`config.mk`:
```
export PLATFORM = sky130hd
export DESIGN_NAME = banked_memory_map_and_port_decode
export DESIGN_NICKNAME = d
export VERILOG_FILES = /design/src/hw/rtl/bmpd_pkg.sv /design/src/hw/rtl/bmpd_in_stage.sv /design/src/hw/rtl/bmpd_core.sv /design/src/hw/rtl/bmpd_out_stage.sv /design/src/hw/rtl/banked_memory_map_and_port_decode.sv
export SDC_FILE = /design/constraint.sdc
export NUM_CORES = 1
export LEC_CHECK = 0
export ABC_AREA = 0
export BUFFER_PORTS_ARGS = -buffer_cell sky130_fd_sc_hd__buf_4
export CAP_MARGIN = 10
export CORE_MARGIN = 1.5
export CORE_UTILIZATION = 35
export DETAILED_ROUTE_END_ITERATION = 7
export SLEW_MARGIN = 15
export SYNTH_ARGS = -nofsm -noshare
export SYNTH_HDL_FRONTEND = slang
export SYNTH_SLANG_ARGS = --single-unit
```
`constraint.sdc`:
```
create_clock -name i_clk -period 5.1 [get_ports i_clk]
set_input_delay 1.02 -clock i_clk [delete_from_list [all_inputs] [get_ports i_clk]]
set_output_delay 1.02 -clock i_clk [all_outputs]
set_load 0.03 [all_outputs]
```
`src/hw/rtl/bmpd_pkg.sv`:
```
// ============================================================================
// bmpd_pkg: shared types and constants of the banked memory map decoder
// Holds the item and result layouts, the bus function codes, the decoded
// port bytes and the keyboard row lookup.
// ============================================================================
package bmpd_pkg;

    // Field widths.
    localparam int FUNC_W   = 3;
    localparam int ADDR_W   = 16;
    localparam int BYTE_W   = 8;
    localparam int PAGE_W   = 3;
    localparam int OFFS_W   = 14;
    localparam int BORDER_W = 3;
    localparam int ROW_W    = 3;
    localparam int KEY_ROWS = 8;

    // Packed stream widths, rounded up to whole bytes.
    localparam int IN_TDATA_W  = 40;
    localparam int OUT_TDATA_W = 40;

    // Bus function codes carried in tuser.
    localparam logic [FUNC_W-1:0] FUNC_MEM_RD   = 3'd0;
    localparam logic [FUNC_W-1:0] FUNC_MEM_WR   = 3'd1;
    localparam logic [FUNC_W-1:0] FUNC_IO_RD    = 3'd2;
    localparam logic [FUNC_W-1:0] FUNC_IO_WR    = 3'd3;
    localparam logic [FUNC_W-1:0] FUNC_LOAD_KEY = 3'd4;
    localparam logic [FUNC_W-1:0] FUNC_LOAD_JOY = 3'd5;

    // Port address bytes.
    localparam logic [BYTE_W-1:0] PORT_ULA_LO   = 8'hFE;
    localparam logic [BYTE_W-1:0] PORT_JOY_LO   = 8'h1F;
    localparam logic [BYTE_W-1:0] PORT_PAGE_LO  = 8'hFD;
    localparam logic [BYTE_W-1:0] PORT_PAGE_HI  = 8'h7F;
    localparam logic [BYTE_W-1:0] PORT_PLUS_HI  = 8'h1F;
    localparam logic [BYTE_W-1:0] PORT_ALL_ROWS = 8'h00;

    // Fixed RAM pages of the middle two 16K windows.
    localparam logic [PAGE_W-1:0] PAGE_WIN1 = 3'd5;
    localparam logic [PAGE_W-1:0] PAGE_WIN2 = 3'd2;

    // Reset values.
    localparam logic [BYTE_W-1:0]   KEY_ROW_RESET = 8'h1F;
    localparam logic [BYTE_W-1:0]   JOY_RESET     = 8'h1F;
    localparam logic [BORDER_W-1:0] BORDER_RESET  = 3'd7;

    // One accepted bus item.
    typedef struct packed {
        logic [FUNC_W-1:0] func;
        logic [ADDR_W-1:0] address;
        logic [BYTE_W-1:0] data;
        logic              ear_level;
        logic [BYTE_W-1:0] floating_bus;
    } t_item;

    // One result item.
    typedef struct packed {
        logic                mem_access;
        logic                mem_write;
        logic                mem_is_rom;
        logic [PAGE_W-1:0]   mem_page;
        logic [OFFS_W-1:0]   mem_offset;
        logic [BYTE_W-1:0]   read_data;
        logic [BORDER_W-1:0] border_colour;
        logic                speaker_level;
        logic                mic_level;
        logic                video_page_select;
        logic                special_mode;
    } t_result;

    // Keyboard half-row selected by the port high byte; unknown bytes act as row 0.
    function automatic logic [ROW_W-1:0] row_index(input logic [BYTE_W-1:0] hi);
        logic [ROW_W-1:0] row;
        case (hi)
            8'hFE:   row = 3'd0;
            8'hFD:   row = 3'd1;
            8'hFB:   row = 3'd2;
            8'hF7:   row = 3'd3;
            8'hEF:   row = 3'd4;
            8'hDF:   row = 3'd5;
            8'hBF:   row = 3'd6;
            8'h7F:   row = 3'd7;
            default: row = 3'd0;
        endcase
        return row;
    endfunction

endpackage

```
`src/hw/rtl/bmpd_in_stage.sv`:
```
// ============================================================================
// bmpd_in_stage: input register of the decoder
// Captures one item from the slave stream and holds it until the decode
// logic can pass its result on to the output register.
// ============================================================================
module bmpd_in_stage
    import bmpd_pkg::*;
(
    input  logic                  i_clk,
    input  logic                  i_rst_n,
    input  logic                  i_valid,
    input  logic [IN_TDATA_W-1:0] i_tdata,
    input  logic [FUNC_W-1:0]     i_tuser,
    input  logic                  i_advance,
    output logic                  o_ready,
    output logic                  o_valid,
    output t_item                 o_item
);

    logic  r_valid;
    t_item r_item;

    // The register frees up when its item moves on in the same cycle.
    assign o_ready = !r_valid || i_advance;
    assign o_valid = r_valid;
    assign o_item  = r_item;

    // Valid flag.
    always_ff @(posedge i_clk) begin
        if (!i_rst_n) begin
            r_valid <= 1'b0;
        end else if (o_ready) begin
            r_valid <= i_valid;
        end
    end

    // Payload, unpacked from tdata lowest field first.
    always_ff @(posedge i_clk) begin
        if (o_ready && i_valid) begin
            r_item.func         <= i_tuser;
            r_item.address      <= i_tdata[15:0];
            r_item.data         <= i_tdata[23:16];
            r_item.ear_level    <= i_tdata[24];
            r_item.floating_bus <= i_tdata[32:25];
        end
    end

endmodule

```
`src/hw/rtl/bmpd_core.sv`:
```
// ============================================================================
// bmpd_core: address map, port decode and machine state
// Works out the result of the held item from the current latches and
// commits the updated latches and keyboard rows when the item moves on.
// ============================================================================
module bmpd_core
    import bmpd_pkg::*;
(
    input  logic    i_clk,
    input  logic    i_rst_n,
    input  t_item   i_item,
    input  logic    i_advance,
    output t_result o_result
);

    // Machine state.
    logic [BYTE_W-1:0]   r_key_rows [KEY_ROWS];
    logic [BYTE_W-1:0]   r_joy;
    logic [BORDER_W-1:0] r_border;
    logic                r_speaker;
    logic                r_mic;
    logic [PAGE_W-1:0]   r_ram_bank;
    logic                r_rom_low;
    logic                r_rom_high;
    logic                r_video;
    logic                r_lock;
    logic                r_mode;

    logic [BYTE_W-1:0]   n_key_rows [KEY_ROWS];
    logic [BYTE_W-1:0]   n_joy;
    logic [BORDER_W-1:0] n_border;
    logic                n_speaker;
    logic                n_mic;
    logic [PAGE_W-1:0]   n_ram_bank;
    logic                n_rom_low;
    logic                n_rom_high;
    logic                n_video;
    logic                n_lock;
    logic                n_mode;

    logic [BYTE_W-1:0] port_lo;
    logic [BYTE_W-1:0] port_hi;
    logic [1:0]        window;
    logic              map_is_rom;
    logic [PAGE_W-1:0] map_page;
    logic [ROW_W-1:0]  sel_row;
    logic [BYTE_W-1:0] all_rows;
    t_result           res;

    assign port_lo = i_item.address[7:0];
    assign port_hi = i_item.address[15:8];
    assign window  = i_item.address[15:14];
    assign sel_row = row_index(port_hi);

    // Page selection for the four 16K windows.
    always_comb begin
        map_is_rom = (window == 2'd0);
        case (window)
            2'd0:    map_page = {1'b0, r_rom_high, r_rom_low};
            2'd1:    map_page = PAGE_WIN1;
            2'd2:    map_page = PAGE_WIN2;
            default: map_page = r_ram_bank;
        endcase
    end

    // AND of all keyboard rows for the all-rows read.
    always_comb begin
        all_rows = '1;
        for (int i = 0; i < KEY_ROWS; i++) begin
            all_rows &= r_key_rows[i];
        end
    end

    // Decode of the held item into its result and the next state.
    always_comb begin
        n_key_rows = r_key_rows;
        n_joy      = r_joy;
        n_border   = r_border;
        n_speaker  = r_speaker;
        n_mic      = r_mic;
        n_ram_bank = r_ram_bank;
        n_rom_low  = r_rom_low;
        n_rom_high = r_rom_high;
        n_video    = r_video;
        n_lock     = r_lock;
        n_mode     = r_mode;
        res        = '0;

        case (i_item.func)
            FUNC_MEM_RD: begin
                res.mem_access = 1'b1;
                res.mem_is_rom = map_is_rom;
                res.mem_page   = map_page;
                res.mem_offset = i_item.address[OFFS_W-1:0];
            end
            FUNC_MEM_WR: begin
                // Writes into the ROM window are dropped but still described.
                res.mem_access = !map_is_rom;
                res.mem_write  = !map_is_rom;
                res.mem_is_rom = map_is_rom;
                res.mem_page   = map_page;
                res.mem_offset = i_item.address[OFFS_W-1:0];
            end
            FUNC_IO_RD: begin
                if (port_lo == PORT_ULA_LO) begin
                    if (port_hi == PORT_ALL_ROWS) begin
                        res.read_data = all_rows;
                    end else begin
                        // The EAR level is stored into bit 6 of the row it reads.
                        n_key_rows[sel_row][6] = i_item.ear_level;
                        res.read_data = {r_key_rows[sel_row][7], i_item.ear_level,
                                         r_key_rows[sel_row][5:0]};
                    end
                end else if (port_lo == PORT_JOY_LO) begin
                    res.read_data = r_joy;
                end else begin
                    res.read_data = i_item.floating_bus;
                end
            end
            FUNC_IO_WR: begin
                if (port_lo == PORT_ULA_LO) begin
                    n_border  = i_item.data[2:0];
                    n_mic     = i_item.data[3];
                    n_speaker = i_item.data[4];
                end else if (port_lo == PORT_PAGE_LO) begin
                    if (port_hi == PORT_PAGE_HI) begin
                        // Paging latch, frozen once the lock bit is set.
                        if (!r_lock) begin
                            n_ram_bank = i_item.data[2:0];
                            n_video    = i_item.data[3];
                            n_rom_low  = i_item.data[4];
                            n_lock     = i_item.data[5];
                        end
                    end else if (port_hi == PORT_PLUS_HI) begin
                        n_mode     = i_item.data[0];
                        n_rom_high = i_item.data[2];
                    end
                end
            end
            FUNC_LOAD_KEY: begin
                n_key_rows[i_item.address[ROW_W-1:0]] = i_item.data;
            end
            FUNC_LOAD_JOY: begin
                n_joy = i_item.data;
            end
            default: begin
            end
        endcase

        // Reported latches show the state after this item.
        res.border_colour     = n_border;
        res.speaker_level     = n_speaker;
        res.mic_level         = n_mic;
        res.video_page_select = n_video;
        res.special_mode      = n_mode;
    end

    assign o_result = res;

    // State registers, committed as the item moves to the output register.
    always_ff @(posedge i_clk) begin
        if (!i_rst_n) begin
            for (int i = 0; i < KEY_ROWS; i++) begin
                r_key_rows[i] <= KEY_ROW_RESET;
            end
            r_joy      <= JOY_RESET;
            r_border   <= BORDER_RESET;
            r_speaker  <= 1'b0;
            r_mic      <= 1'b0;
            r_ram_bank <= '0;
            r_rom_low  <= 1'b0;
            r_rom_high <= 1'b0;
            r_video    <= 1'b0;
            r_lock     <= 1'b0;
            r_mode     <= 1'b0;
        end else if (i_advance) begin
            r_key_rows <= n_key_rows;
            r_joy      <= n_joy;
            r_border   <= n_border;
            r_speaker  <= n_speaker;
            r_mic      <= n_mic;
            r_ram_bank <= n_ram_bank;
            r_rom_low  <= n_rom_low;
            r_rom_high <= n_rom_high;
            r_video    <= n_video;
            r_lock     <= n_lock;
            r_mode     <= n_mode;
        end
    end

endmodule

```
`src/hw/rtl/bmpd_out_stage.sv`:
```
// ============================================================================
// bmpd_out_stage: result register of the decoder
// Holds one result item for the master stream and packs it into tdata.
// ============================================================================
module bmpd_out_stage
    import bmpd_pkg::*;
(
    input  logic                   i_clk,
    input  logic                   i_rst_n,
    input  logic                   i_load,
    input  t_result                i_result,
    input  logic                   i_tready,
    output logic                   o_ready,
    output logic                   o_tvalid,
    output logic [OUT_TDATA_W-1:0] o_tdata
);

    logic    r_valid;
    t_result r_result;

    // A new result may enter when the register is empty or being emptied.
    assign o_ready  = !r_valid || i_tready;
    assign o_tvalid = r_valid;

    // Valid flag.
    always_ff @(posedge i_clk) begin
        if (!i_rst_n) begin
            r_valid <= 1'b0;
        end else if (o_ready) begin
            r_valid <= i_load;
        end
    end

    // Payload.
    always_ff @(posedge i_clk) begin
        if (i_load) begin
            r_result <= i_result;
        end
    end

    // Pack lowest field first, zero filled to whole bytes.
    assign o_tdata = {5'd0,
                      r_result.special_mode,
                      r_result.video_page_select,
                      r_result.mic_level,
                      r_result.speaker_level,
                      r_result.border_colour,
                      r_result.read_data,
                      r_result.mem_offset,
                      r_result.mem_page,
                      r_result.mem_is_rom,
                      r_result.mem_write,
                      r_result.mem_access};

endmodule

```
`src/hw/rtl/banked_memory_map_and_port_decode.sv`:
```
// ============================================================================
// banked_memory_map_and_port_decode: paged memory map and port decoder
//
//   Channel   Direction  Payload
//   s_axis    in         tuser: func; tdata: address, data, ear_level,
//                        floating_bus
//   m_axis    out        tdata: memory page and offset, read byte, latches
//
// One item is accepted per cycle unless a stalled result keeps the input
// register full; its result is offered once it has passed the input register
// into the result register.
// Reset is synchronous and active low; it empties both registers and loads
// the latches and keyboard rows with their power-up values.
// A stalled result holds in the result register while the input register
// still takes one more item.
// ============================================================================
module banked_memory_map_and_port_decode
    import bmpd_pkg::*;
(
    input  logic                   i_clk,
    input  logic                   i_rst_n,
    input  logic                   s_axis_tvalid,
    output logic                   s_axis_tready,
    // tdata from bit 0: address[15:0], data[23:16], ear_level[24],
    // floating_bus[32:25], zero fill[39:33]
    input  logic [IN_TDATA_W-1:0]  s_axis_tdata,
    // tuser from bit 0: func[2:0]
    input  logic [FUNC_W-1:0]      s_axis_tuser,
    output logic                   m_axis_tvalid,
    input  logic                   m_axis_tready,
    // tdata from bit 0: mem_access[0], mem_write[1], mem_is_rom[2],
    // mem_page[5:3], mem_offset[19:6], read_data[27:20], border_colour[30:28],
    // speaker_level[31], mic_level[32], video_page_select[33],
    // special_mode[34], zero fill[39:35]
    output logic [OUT_TDATA_W-1:0] m_axis_tdata
);

    logic    in_valid;
    t_item   in_item;
    logic    out_ready;
    logic    advance;
    t_result result;

    // The held item moves on when the result register can take it.
    assign advance = in_valid && out_ready;

    bmpd_in_stage u_in_stage (
        .i_clk     (i_clk),
        .i_rst_n   (i_rst_n),
        .i_valid   (s_axis_tvalid),
        .i_tdata   (s_axis_tdata),
        .i_tuser   (s_axis_tuser),
        .i_advance (advance),
        .o_ready   (s_axis_tready),
        .o_valid   (in_valid),
        .o_item    (in_item)
    );

    bmpd_core u_core (
        .i_clk     (i_clk),
        .i_rst_n   (i_rst_n),
        .i_item    (in_item),
        .i_advance (advance),
        .o_result  (result)
    );

    bmpd_out_stage u_out_stage (
        .i_clk    (i_clk),
        .i_rst_n  (i_rst_n),
        .i_load   (advance),
        .i_result (result),
        .i_tready (m_axis_tready),
        .o_ready  (out_ready),
        .o_tvalid (m_axis_tvalid),
        .o_tdata  (m_axis_tdata)
    );

endmodule

```
==> results.py, run 1 <==
metrics = {
    "critical_path": {
        "startpoint": "u_in_stage.o_item[17]",
        "reg2reg_to": "u_core.r_key_rows[54]",
        "crit_arrival_ns": 3.40,
        "cp_num_buf_inv": 0,
        "cp-start-kind": "flip-flop",
        "crit_family": "simple AND/OR/NAND/NOR gates",
        "timing.rr.start": "u_in_stage.o_item[17]",
        "slowest_delay_ns": 1.03,
        "cp.required_ns": 5.42,
        "cp_cell_sequence": "nand2b_4, or3_1, nor4_2, a21oi_1, o311a_1",
        "cp_max_fo": 12,
        "r2r_slack_ns": 2.02,
        "crit_type": "reg -> reg",
        "crit_path_end_kind": "flip-flop",
        "rr_worst_depth": 5,
        "critPathSlowestCell": "nor4_2",
    },
    "pwr": {
        "powerDensity_nw_per_um2": 337,
        "max-vdd-ir-drop_mv": 0.234,
        "leakagePower_nw": 3.31,
        "power_mw": 2.91,
    },
    "grt": {
        "grt_antenna_before_repair": 0,
        "grtUsageMet1_pct": 24.2,
        "grt_max_degree": 54,
        "grt_busiest_layer": "met2",
        "groute.usage.overall_pct": 18.6,
        "grt_overflow": 0,
        "grt_pass1_vias": 5457,
        "grt_pass1_wl_um": 30600,
        "gr-usage-met2_pct": 30.1,
        "use_met3_pct": 3.48,
    },
    "timing": {
        "relSlewSlack_pct": 26.9,
        "fin_crit_sh_pct": 60.5,
        "fin_tns_setup_ns": 0,
        "setup_viol_count_final": 0,
        "period_needed_ns": 3.08,
        "rsz0062_at_grt": "no",
        "finalHoldViolations": 0,
        "final_max_slew_viol_count": 0,
        "clock_skew_ns": 0.0127,
        "fmax_mhz": 324,
        "setup_slack_ns": 2.02,
        "worst_pin_slew_ns": 1.09,
    },
    "run": {
        "cap_violations": 0,
    },
    "place": {
        "place.gp.congestion": 0.876,
        "port_buffers": 76,
        "placed_area_um2": 8030,
        "detailedPlacementHpwl_um": 12800,
        "pre_cts_slack_ns": 1.96,
    },
    "finish": {
        "area_growth_pct": 19.0,
        "drive_above_1_share_pct": 20.5,
        "num_antenna_cells": 0,
        "nFillCells": 1990,
        "multi_input_area_um2": 3090,
        "ff_latch_area_um2": 3870,
        "design_area_um2": 8640,
        "fin_nets": 821,
    },
    "synthesis": {
        "yosys-top-cells-count": "nand2_1, dfxtp_1, edfxtp_1",
        "synth-seq-area-share_pct": 53.4,
        "synth_top_area_share_pct": 29.4,
        "synth_area_um2": 7260,
        "synth_largest_area_cell": "edfxtp_1",
        "netlist_instances": 718,
        "synth.area.top_cells": "edfxtp_1, dfxtp_1, mux2i_1, nand2_1, nor2_1",
        "ys_ff_latch": 158,
        "avgSynthCellArea_um2": 10.1,
        "async_reset_ff_share_pct": 0,
        "ys.warnings.count": 0,
        "synth_edf_count": 71,
        "synth.most_common_cell": "nand2_1",
        "ys.flop_type": "dfxtp_1",
        "synth_cell_types": 69,
    },
    "die": {
        "ios": 89,
        "core_area_um2": 20300,
        "die_h_um": 147,
        "die-area_um2": 21600,
        "num_rows": 52,
        "start_util_pct": 35.8,
        "die_x_um": 147,
    },
    "min_path": {
        "hold_start": "u_core.r_key_rows[63]",
        "hold_path_end": "u_core.r_key_rows[63]",
        "hold_path_class": "reg -> reg",
        "hold_depth": 2,
    },
    "cts": {
        "clk_pin_slew_worst_paths_ns": 0.06,
        "clock_sinks": 158,
        "cts_inserted_buffers": 17,
        "hold_buffers": 0,
        "insertion_delay_ns": 0.44,
        "htree_levels": 4,
        "clk_path_buf_depth": 2,
        "root_buffer": "clkbuf_16",
        "cts_resized": 0,
        "cts_setup_buffers": 0,
        "tritoncts": "yes",
    },
    "detailed_routing": {
        "wl_per_cell_um": 18.7,
        "wirelength_um": 19800,
        "drc": 0,
        "dr.pass1.iters": 6,
        "num_vias": 5724,
        "ant_nets": 0,
        "drt_iter0_drc": 504,
        "avgViaCountPerCell": 5.42,
    },
    "outcome": {
        "status": "complete, no violations",
    },
}
placed cells by master, fill, tap and decap left out, types with 5 or more instances in the layout:
cell type  netlist  final
a21oi_1         22     22
and2_1          21     20
edfxtp_1        71     71
mux2i_1         40     40
a21o_1           7      7
mux2_2          14     14
a22o_1           7      7
o311ai_0        13     13
o21ai_0         17     17
inv_1           20     19
buf_4            6     86
nand2_1         95     95
dfxtp_1         87     87
conb_1           1      5
or4_1            6      6
a211oi_1        20     20
clkbuf_16        0     18
o211ai_1        11     11
nor2_1          53     53
nor2b_1          5      5
nor3_1           9      8
o22ai_1          8      8
or2_2            5      5
nand4_1         17     17
or3_1            7      7
nand3_1         38     38
a31oi_1          6      6
o21ai_1          5      5
registers in the layout, summed over array words and instances (netlist names):
signal,cells
u_out_stage.o_tdata,35
u_core.r_rom_low,1
u_in_stage.o_valid,1
u_core.r_mic,1
u_core.r_ram_bank,3
u_core.r_video,1
u_core.r_joy,8
u_core.r_border,3
u_in_stage.o_item,36
u_core.r_rom_high,1
u_core.r_speaker,1
u_core.r_key_rows,64
u_core.r_lock,1
u_core.r_mode,1
u_out_stage.o_tvalid,1
layout make-up:
class | instances | area share (%)
repair buffers | 86 | 7.47
flip-flops and latches | 158 | 44.8
inverters | 21 | 0.912
clock buffers | 19 | 5.37
well taps | 270 | 3.91
multi-input cells | 490 | 35.8
clock inverters | 13 | 1.77
worst max-delay path by stage:
| stage | to | slack [ns] | depth (start not counted) |
|---|---|---|---|
| CTS | u_core.r_key_rows[54] | 2.07 | 5 |
| global route | u_core.r_key_rows[54] | 1.89 | 5 |
| detailed placement | u_core.r_ram_bank[1] | 1.96 | 8 |
| finish | u_core.r_key_rows[54] | 2.02 | 5 |
| floorplan | u_core.r_key_rows[10] | 1.76 | 7 |
| global placement | u_core.r_ram_bank[2] | 1.99 | 8 |
metal layers:
| metal | wire (µm) | up-vias |
|---|---|---|
| met4 | 544 | 0 |
| li1 | - | 2741 |
| met2 | 9360 | 187 |
| met1 | 8860 | 2747 |
| met5 | 0 | - |
| met3 | 1020 | 49 |
power by group:
part           leakage, nW  switching (mW)  internal [mW]  total [mW]
sequential            1.37          0.0395           1.36        1.40
clock                0.298           0.556          0.773        1.33
combinational         1.65           0.117         0.0647       0.182
metrics by stage:
step / hold WS [ns] / util (%) / instances
finish: 0.458 / 42.6 / 1057
global route: 0.499 / 42.6 / 1057
CTS: 0.459 / 42.6 / 1057
detailed placement: 0.450 / 39.5 / 1025
global placement: 0.447 / 39.5 / 1025
floorplan: 0.435 / - / 722
worst reg2reg max path, delay by kind of cell, from the launching register on:
family	cells	cell delay, ns
and+or+nand+nor	3	1.93
AOI/OAI and AO/OA	2	0.54
DFF	1	0.50
cell families after synthesis:
family	share of synthesized area, %
and+or+nand+nor	20.4
DFF	53.4
AOI/OAI and AO/OA	13.6
buffers and inverters	4.38
muxes	7.69
xor gates and xnor gates	0.603
other	0.0516
No activity file was read; power rests on OpenSTA's default activity.
==> inputs of run 2 (changes only) <==
--- a/config.mk
+++ b/config.mk
@@ -5,7 +5,7 @@
 export SDC_FILE = /design/constraint.sdc
 export NUM_CORES = 1
 export LEC_CHECK = 0
-export ABC_AREA = 0
+export ABC_AREA = 1
 export BUFFER_PORTS_ARGS = -buffer_cell sky130_fd_sc_hd__buf_4
 export CAP_MARGIN = 10
 export CORE_MARGIN = 1.5
==> constraint.sdc (replaced) <==
create_clock -name i_clk -period 2.7 [get_ports i_clk]
set_input_delay 0.54 -clock i_clk [delete_from_list [all_inputs] [get_ports i_clk]]
set_output_delay 0.54 -clock i_clk [all_outputs]
set_load 0.03 [all_outputs]
==> run 2 against run 1 <==
  * First-iteration DRC count is 4.8% lower
  * Via count grew 5.1%
  * Synthesized cell count increased by 14%
  * Combinational power grew 120%
  * Design area is 1.5% lower
  * Clock power rose by 71%
  * Wire length is 5.6% lower
  * Critical path depth grew 2
  * Critical path type unchanged
==> results.py, run 2 <==
metrics = {
    "outcome": {
        "status": "complete, no violations",
    },
    "detailed_routing": {
        "wirelength_um": 18700,
        "drt_iter0_drc": 480,
        "num_vias": 6014,
        "avgViaCountPerCell": 5.15,
        "drc": 0,
        "wl_per_cell_um": 16.0,
        "ant_nets": 0,
        "dr.pass1.iters": 5,
    },
    "finish": {
        "design_area_um2": 8520,
        "num_antenna_cells": 0,
        "mostFrequentLayoutCell": "nand2_1",
        "fin_nets": 932,
        "drive_above_1_share_pct": 16.7,
        "top_register": "u_core.r_key_rows",
        "largest_register_ff_count": 64,
        "final_cell_mix": "nand2_1, buf_4, dfxtp_1",
        "final_util_pct": 42.2,
        "area_growth_pct": 18.9,
    },
    "die": {
        "die-area_um2": 21300,
        "num_rows": 52,
        "die_h_um": 146,
        "ios": 89,
        "core_area_um2": 20200,
        "start_util_pct": 35.5,
        "die_x_um": 146,
    },
    "pwr": {
        "seqPwrFrac_pct": 49.5,
        "leakagePower_nw": 3.61,
        "clkPwrFrac_pct": 42.8,
        "max-vdd-ir-drop_mv": 0.466,
        "powerDensity_nw_per_um2": 623,
        "intPower_mw": 4.03,
        "combPwrFrac_pct": 7.7,
        "netSwitchingFraction_pct": 24.1,
        "p_sw_mw": 1.28,
    },
    "synthesis": {
        "ys.flop_type": "dfxtp_1",
        "synth_edf_count": 71,
        "synthAdderAreaFrac_pct": 0,
        "synth.area.top_cells": "edfxtp_1, dfxtp_1, nand2_1, nand4_1, o211ai_1",
        "synth-xor-area-share_pct": 0,
        "netlist_instances": 817,
        "ys_ff_latch": 158,
        "synth-seq-area-share_pct": 54.1,
        "synth.most_common_cell": "nand2_1",
        "yosys-top-cells-count": "nand2_1, dfxtp_1, inv_1",
        "synth_cell_types": 39,
        "synth_area_um2": 7160,
        "avgSynthCellArea_um2": 8.77,
        "ys.warnings.count": 0,
        "synth-compound-area-share_pct": 14.4,
        "synth_largest_area_cell": "edfxtp_1",
        "synthSimpleGateAreaFrac_pct": 23.6,
        "synth_top_family_by_area": "simple AND/OR/NAND/NOR gates",
        "async_reset_ff_share_pct": 0,
        "synth_top_area_share_pct": 29.8,
        "synthMuxAreaShare_pct": 0,
    },
    "timing": {
        "setup_viol_count_final": 0,
        "final_max_slew_viol_count": 0,
        "period_needed_ns": 2.37,
        "finalHoldViolations": 0,
        "fmax_mhz": 422,
        "worst_pin_slew_ns": 0.735,
        "relSlewSlack_pct": 50.9,
        "fin_crit_sh_pct": 87.8,
        "fin_tns_setup_ns": 0,
        "clock_skew_ns": 0.00766,
        "rsz0062_at_grt": "no",
    },
    "place": {
        "port_buffers": 76,
        "placed_area_um2": 7960,
        "detailedPlacementHpwl_um": 12700,
        "place.gp.congestion": 0.858,
    },
    "critical_path": {
        "critPathSlowestCell": "edfxtp_1",
        "cp_num_buf_inv": 0,
        "crit_path_end_kind": "flip-flop",
        "cp_max_fo": 18,
        "cp-start-kind": "flip-flop",
        "crit_arrival_ns": 2.73,
        "rr_worst_depth": 7,
        "crit_family": "simple AND/OR/NAND/NOR gates",
        "path_depth": 7,
        "r2r_slack_ns": 0.33,
        "cp.required_ns": 3.06,
        "slowest_delay_ns": 0.48,
        "crit_type": "reg -> reg",
        "cp_cell_sequence": "nor2_2, nand4_4, a21oi_4, nor2_8, nand2_1, o21ai_0, a21oi_1",
        "timing.rr.start": "u_in_stage.o_item[32]",
        "startpoint": "u_in_stage.o_item[32]",
    },
    "grt": {
        "grt_pass1_wl_um": 29900,
        "groute.usage.overall_pct": 17.9,
        "grt_antenna_before_repair": 0,
        "grt_max_degree": 71,
        "grt_pass1_vias": 5485,
        "grt_overflow": 0,
    },
    "cts": {
        "clk_pin_slew_worst_paths_ns": 0.06,
        "clock_sinks": 158,
        "cts_setup_buffers": 0,
        "root_buffer": "clkbuf_16",
        "hold_buffers": 0,
        "clk_path_buf_depth": 2,
        "tritoncts": "yes",
        "htree_levels": 4,
        "cts_resized": 0,
        "cts_inserted_buffers": 17,
        "insertion_delay_ns": 0.43,
    },
    "min_path": {
        "hold_start": "s_axis_tdata[23]",
        "hold_path_class": "in -> reg",
        "hold_depth": 1,
    },
    "run": {
        "cap_violations": 0,
    },
}
==> run 2: cell count changes after synthesis, sizes merged, moves of 19 or more <==
cell and change:
a211oi -19, a21oi +39, and2 -22, clkbuf -21, inv +65, mux2i -40, nand2 +48, nand4 +45
o211ai +31, o21ai +36
==> run 2: layer usage <==
metal	wire [µm]	global-route usage (%)	share of wire, %
met1	8740	25.0	47
met2	8480	27.8	45
met3	1070	3.22	5.7
met4	388	6.67	2.1
met5	0	0	0
==> run 2: layout make-up <==
cell class              count  area [µm²]
fillers                  2046       11700
flip-flops and latches    158        3870
multi-input cells         527        2740
repair buffers             89         668
clock buffers              22         465
inverters                  92         345
well taps                 270         338
clock inverters            10        90.1
==> run 2: power groups by stage <==
stage	combinational [mW]	sequential [mW]	clock, mW
detailed placement	0.409	2.68	0
floorplan	0.202	2.72	0
global route	0.445	2.64	2.41
finish	0.409	2.63	2.27
global placement	0.408	2.68	0
CTS	0.411	2.63	2.31
==> run 2: path summary, 6_finish.rpt <==
path,end
min,u_in_stage.o_item[16]
min reg2reg,u_core.r_border[2]
max reg2reg,u_core.r_key_rows[37]
max,u_core.r_key_rows[37]
==> run 2: cells by family after synthesis <==
family	after synthesis
compound gates	175
simple gates	347
flops	158
buf+inv	136
other cells	1
==> run 2: stage by stage <==
step           hold slack [ns]  std cells  setup slack [ns]  total power [mW]
6_report                 0.279       1168             0.329              5.31
5_1_grt                  0.267       1168             0.155              5.49
4_1_cts                  0.265       1168             0.364              5.35
3_5_place_dp             0.453       1136             0.297              3.09
3_3_place_gp             0.449       1136             0.321              3.09
2_1_floorplan            0.437        821            0.0219              2.93
==> inputs of run 3 (changes only) <==
--- a/config.mk
+++ b/config.mk
@@ -5,7 +5,6 @@
 export SDC_FILE = /design/constraint.sdc
 export NUM_CORES = 1
 export LEC_CHECK = 0
-export ABC_AREA = 1
 export BUFFER_PORTS_ARGS = -buffer_cell sky130_fd_sc_hd__buf_4
 export CAP_MARGIN = 10
 export CORE_MARGIN = 1.5
==> run 3 against run 2 <==
  * Combinational power is 9.3% lower
  * Fmax is 4.5% lower
  * Largest cell class unchanged
  * Final cell count is 7.1% lower
  * Non-clock buffer count is 25 higher
  * Die area is 1.3% higher
  * Highest routed layer unchanged
  * Wire length is 5.9% higher
  * Count of clock-buffer cells in the layout is 4 lower
  * Largest power group unchanged
  * Global-route usage is 0.83 points higher
  * Sequential cell count stayed put
  * Setup slack worse by 0.11 ns
==> results.py, run 3 (synthesis gave the netlist of run 1 again) <==
metrics = {
    "finish": {
        "area_growth_pct": 21.6,
        "design_area_um2": 8830,
        "drive_above_1_share_pct": 22.9,
        "final_cell_mix": "buf_4, nand2_1, dfxtp_1",
        "nFillCells": 1977,
        "largest_register_ff_count": 64,
        "fin_nets": 849,
        "top_register": "u_core.r_key_rows",
        "num_antenna_cells": 0,
        "mostFrequentLayoutCell": "buf_4",
    },
    "cts": {
        "tritoncts": "yes",
        "cts_resized": 0,
        "clk_path_buf_depth": 2,
        "root_buffer": "clkbuf_16",
        "hold_buffers": 0,
        "cts_setup_buffers": 0,
        "htree_levels": 4,
        "clk_pin_slew_worst_paths_ns": 0.07,
        "cts_inserted_buffers": 17,
        "clock_sinks": 158,
        "insertion_delay_ns": 0.44,
    },
    "place": {
        "detailedPlacementHpwl_um": 13300,
        "place.gp.congestion": 0.894,
        "port_buffers": 76,
        "placed_area_um2": 8270,
    },
    "pwr": {
        "leakagePower_nw": 3.44,
        "intPower_mw": 3.92,
        "netSwitchingFraction_pct": 26.1,
        "clkPwrFrac_pct": 43.3,
        "seqPwrFrac_pct": 49.7,
        "powerDensity_nw_per_um2": 600,
        "max-vdd-ir-drop_mv": 0.461,
        "combPwrFrac_pct": 7.0,
        "p_sw_mw": 1.38,
    },
    "grt": {
        "use_met3_pct": 3.94,
        "grt_pass1_wl_um": 30700,
        "gr-usage-met2_pct": 29.1,
        "grt_antenna_before_repair": 0,
        "grt_overflow": 0,
        "groute.usage.overall_pct": 18.7,
        "grtUsageMet1_pct": 25.2,
        "grt_max_degree": 53,
        "grt_busiest_layer": "met2",
        "grt_pass1_vias": 5450,
    },
    "critical_path": {
        "cp_max_fo": 11,
        "cp-start-kind": "flip-flop",
        "crit_type": "reg -> reg",
        "crit_arrival_ns": 2.79,
        "cp.required_ns": 3.01,
        "crit_path_end_kind": "flip-flop",
    },
    "timing": {
        "relSlewSlack_pct": 42.6,
        "final_max_slew_viol_count": 0,
        "rsz0062_at_grt": "no",
        "setup_viol_count_final": 0,
        "worst_pin_slew_ns": 0.860,
        "finalHoldViolations": 0,
        "period_needed_ns": 2.48,
        "fin_tns_setup_ns": 0,
        "clock_skew_ns": 0.0146,
        "fin_crit_sh_pct": 91.9,
        "fmax_mhz": 403,
    },
    "min_path": {
        "hold_path_class": "in -> reg",
    },
    "detailed_routing": {
        "avgViaCountPerCell": 5.34,
        "dr.pass1.iters": 6,
        "wirelength_um": 19800,
        "ant_nets": 0,
        "num_vias": 5794,
        "wl_per_cell_um": 18.2,
        "drt_iter0_drc": 372,
        "drc": 0,
    },
    "outcome": {
        "status": "complete, no violations",
    },
    "die": {
        "start_util_pct": 35.8,
        "die_h_um": 147,
        "num_rows": 52,
        "die-area_um2": 21600,
        "die_x_um": 147,
        "ios": 89,
        "core_area_um2": 20300,
    },
    "run": {
        "cap_violations": 0,
    },
}
[run 3: changes by cell type in the layout (fill, tap and decap cells not counted), moves of 20 or more]
cell / previous run / this run
buf_4: 89 / 111
and2_1: 0 / 20
o21ai_0: 53 / 17
nand4_1: 60 / 17
a21oi_1: 60 / 22
inv_1: 74 / 19
mux2i_1: 0 / 40
o211ai_1: 42 / 11
nand2_1: 141 / 95
[run 3: final timing paths]
kind                            slack (ns)  cells after the start             startpoint                    end
worst min register to register        0.46                      2  u_core.r_key_rows[63]  u_core.r_key_rows[63]
worst max-delay path                  0.22                      6  u_in_stage.o_item[33]  u_core.r_key_rows[53]
worst max register to register        0.22                      6  u_in_stage.o_item[33]  u_core.r_key_rows[53]
worst min-delay path                  0.27                      1       s_axis_tdata[32]   u_in_stage.o_item[7]
[run 3: layout make-up]
type	count	area (µm²)	area share, %
clock buffer	18	429	4.86
clock inverter	14	129	1.46
inverter	21	78.8	0.893
multi-input combinational	490	3090	35.0
sequential	158	3870	43.9
tap	270	338	3.83
timing repair buffer	114	893	10.1
[run 3: worst max-delay path, cell delays in order (launching register included)]
cell and delay (ns):
edfxtp_1 0.55, nor3b_1 0.60, nand3_1 0.28, nor2_1 0.40, buf_4 0.29, mux2i_1 0.20
nor2_1 0.05
[run 3: routing by layer]
layer	vias up	part of all wire, %
met1	2747	45
met3	43	5.7
li1	2797	-
met5	-	0
met2	207	46
met4	0	2.9
[run 3: power by group through the flow]
| stage | clock network, mW | registers [mW] | logic, mW |
|---|---|---|---|
| CTS | 2.34 | 2.63 | 0.371 |
| detailed placement | 0 | 2.68 | 0.369 |
| finish | 2.30 | 2.63 | 0.371 |
| global route | 2.45 | 2.64 | 0.396 |
| global placement | 0 | 2.68 | 0.369 |
| floorplan | 0 | 2.70 | 0.188 |
[run 3: through the flow]
step                util [%]  std cells  power [mW]  setup slack, ns  hold WS (ns)
floorplan                  -        722        2.89            0.522         0.435
finish                  43.5       1085        5.30            0.218         0.268
global route            43.5       1085        5.48            0.165         0.249
detailed placement      40.7       1053        3.05            0.297         0.449
global placement        40.7       1053        3.05            0.274         0.450
CTS                     43.5       1085        5.34            0.278         0.259
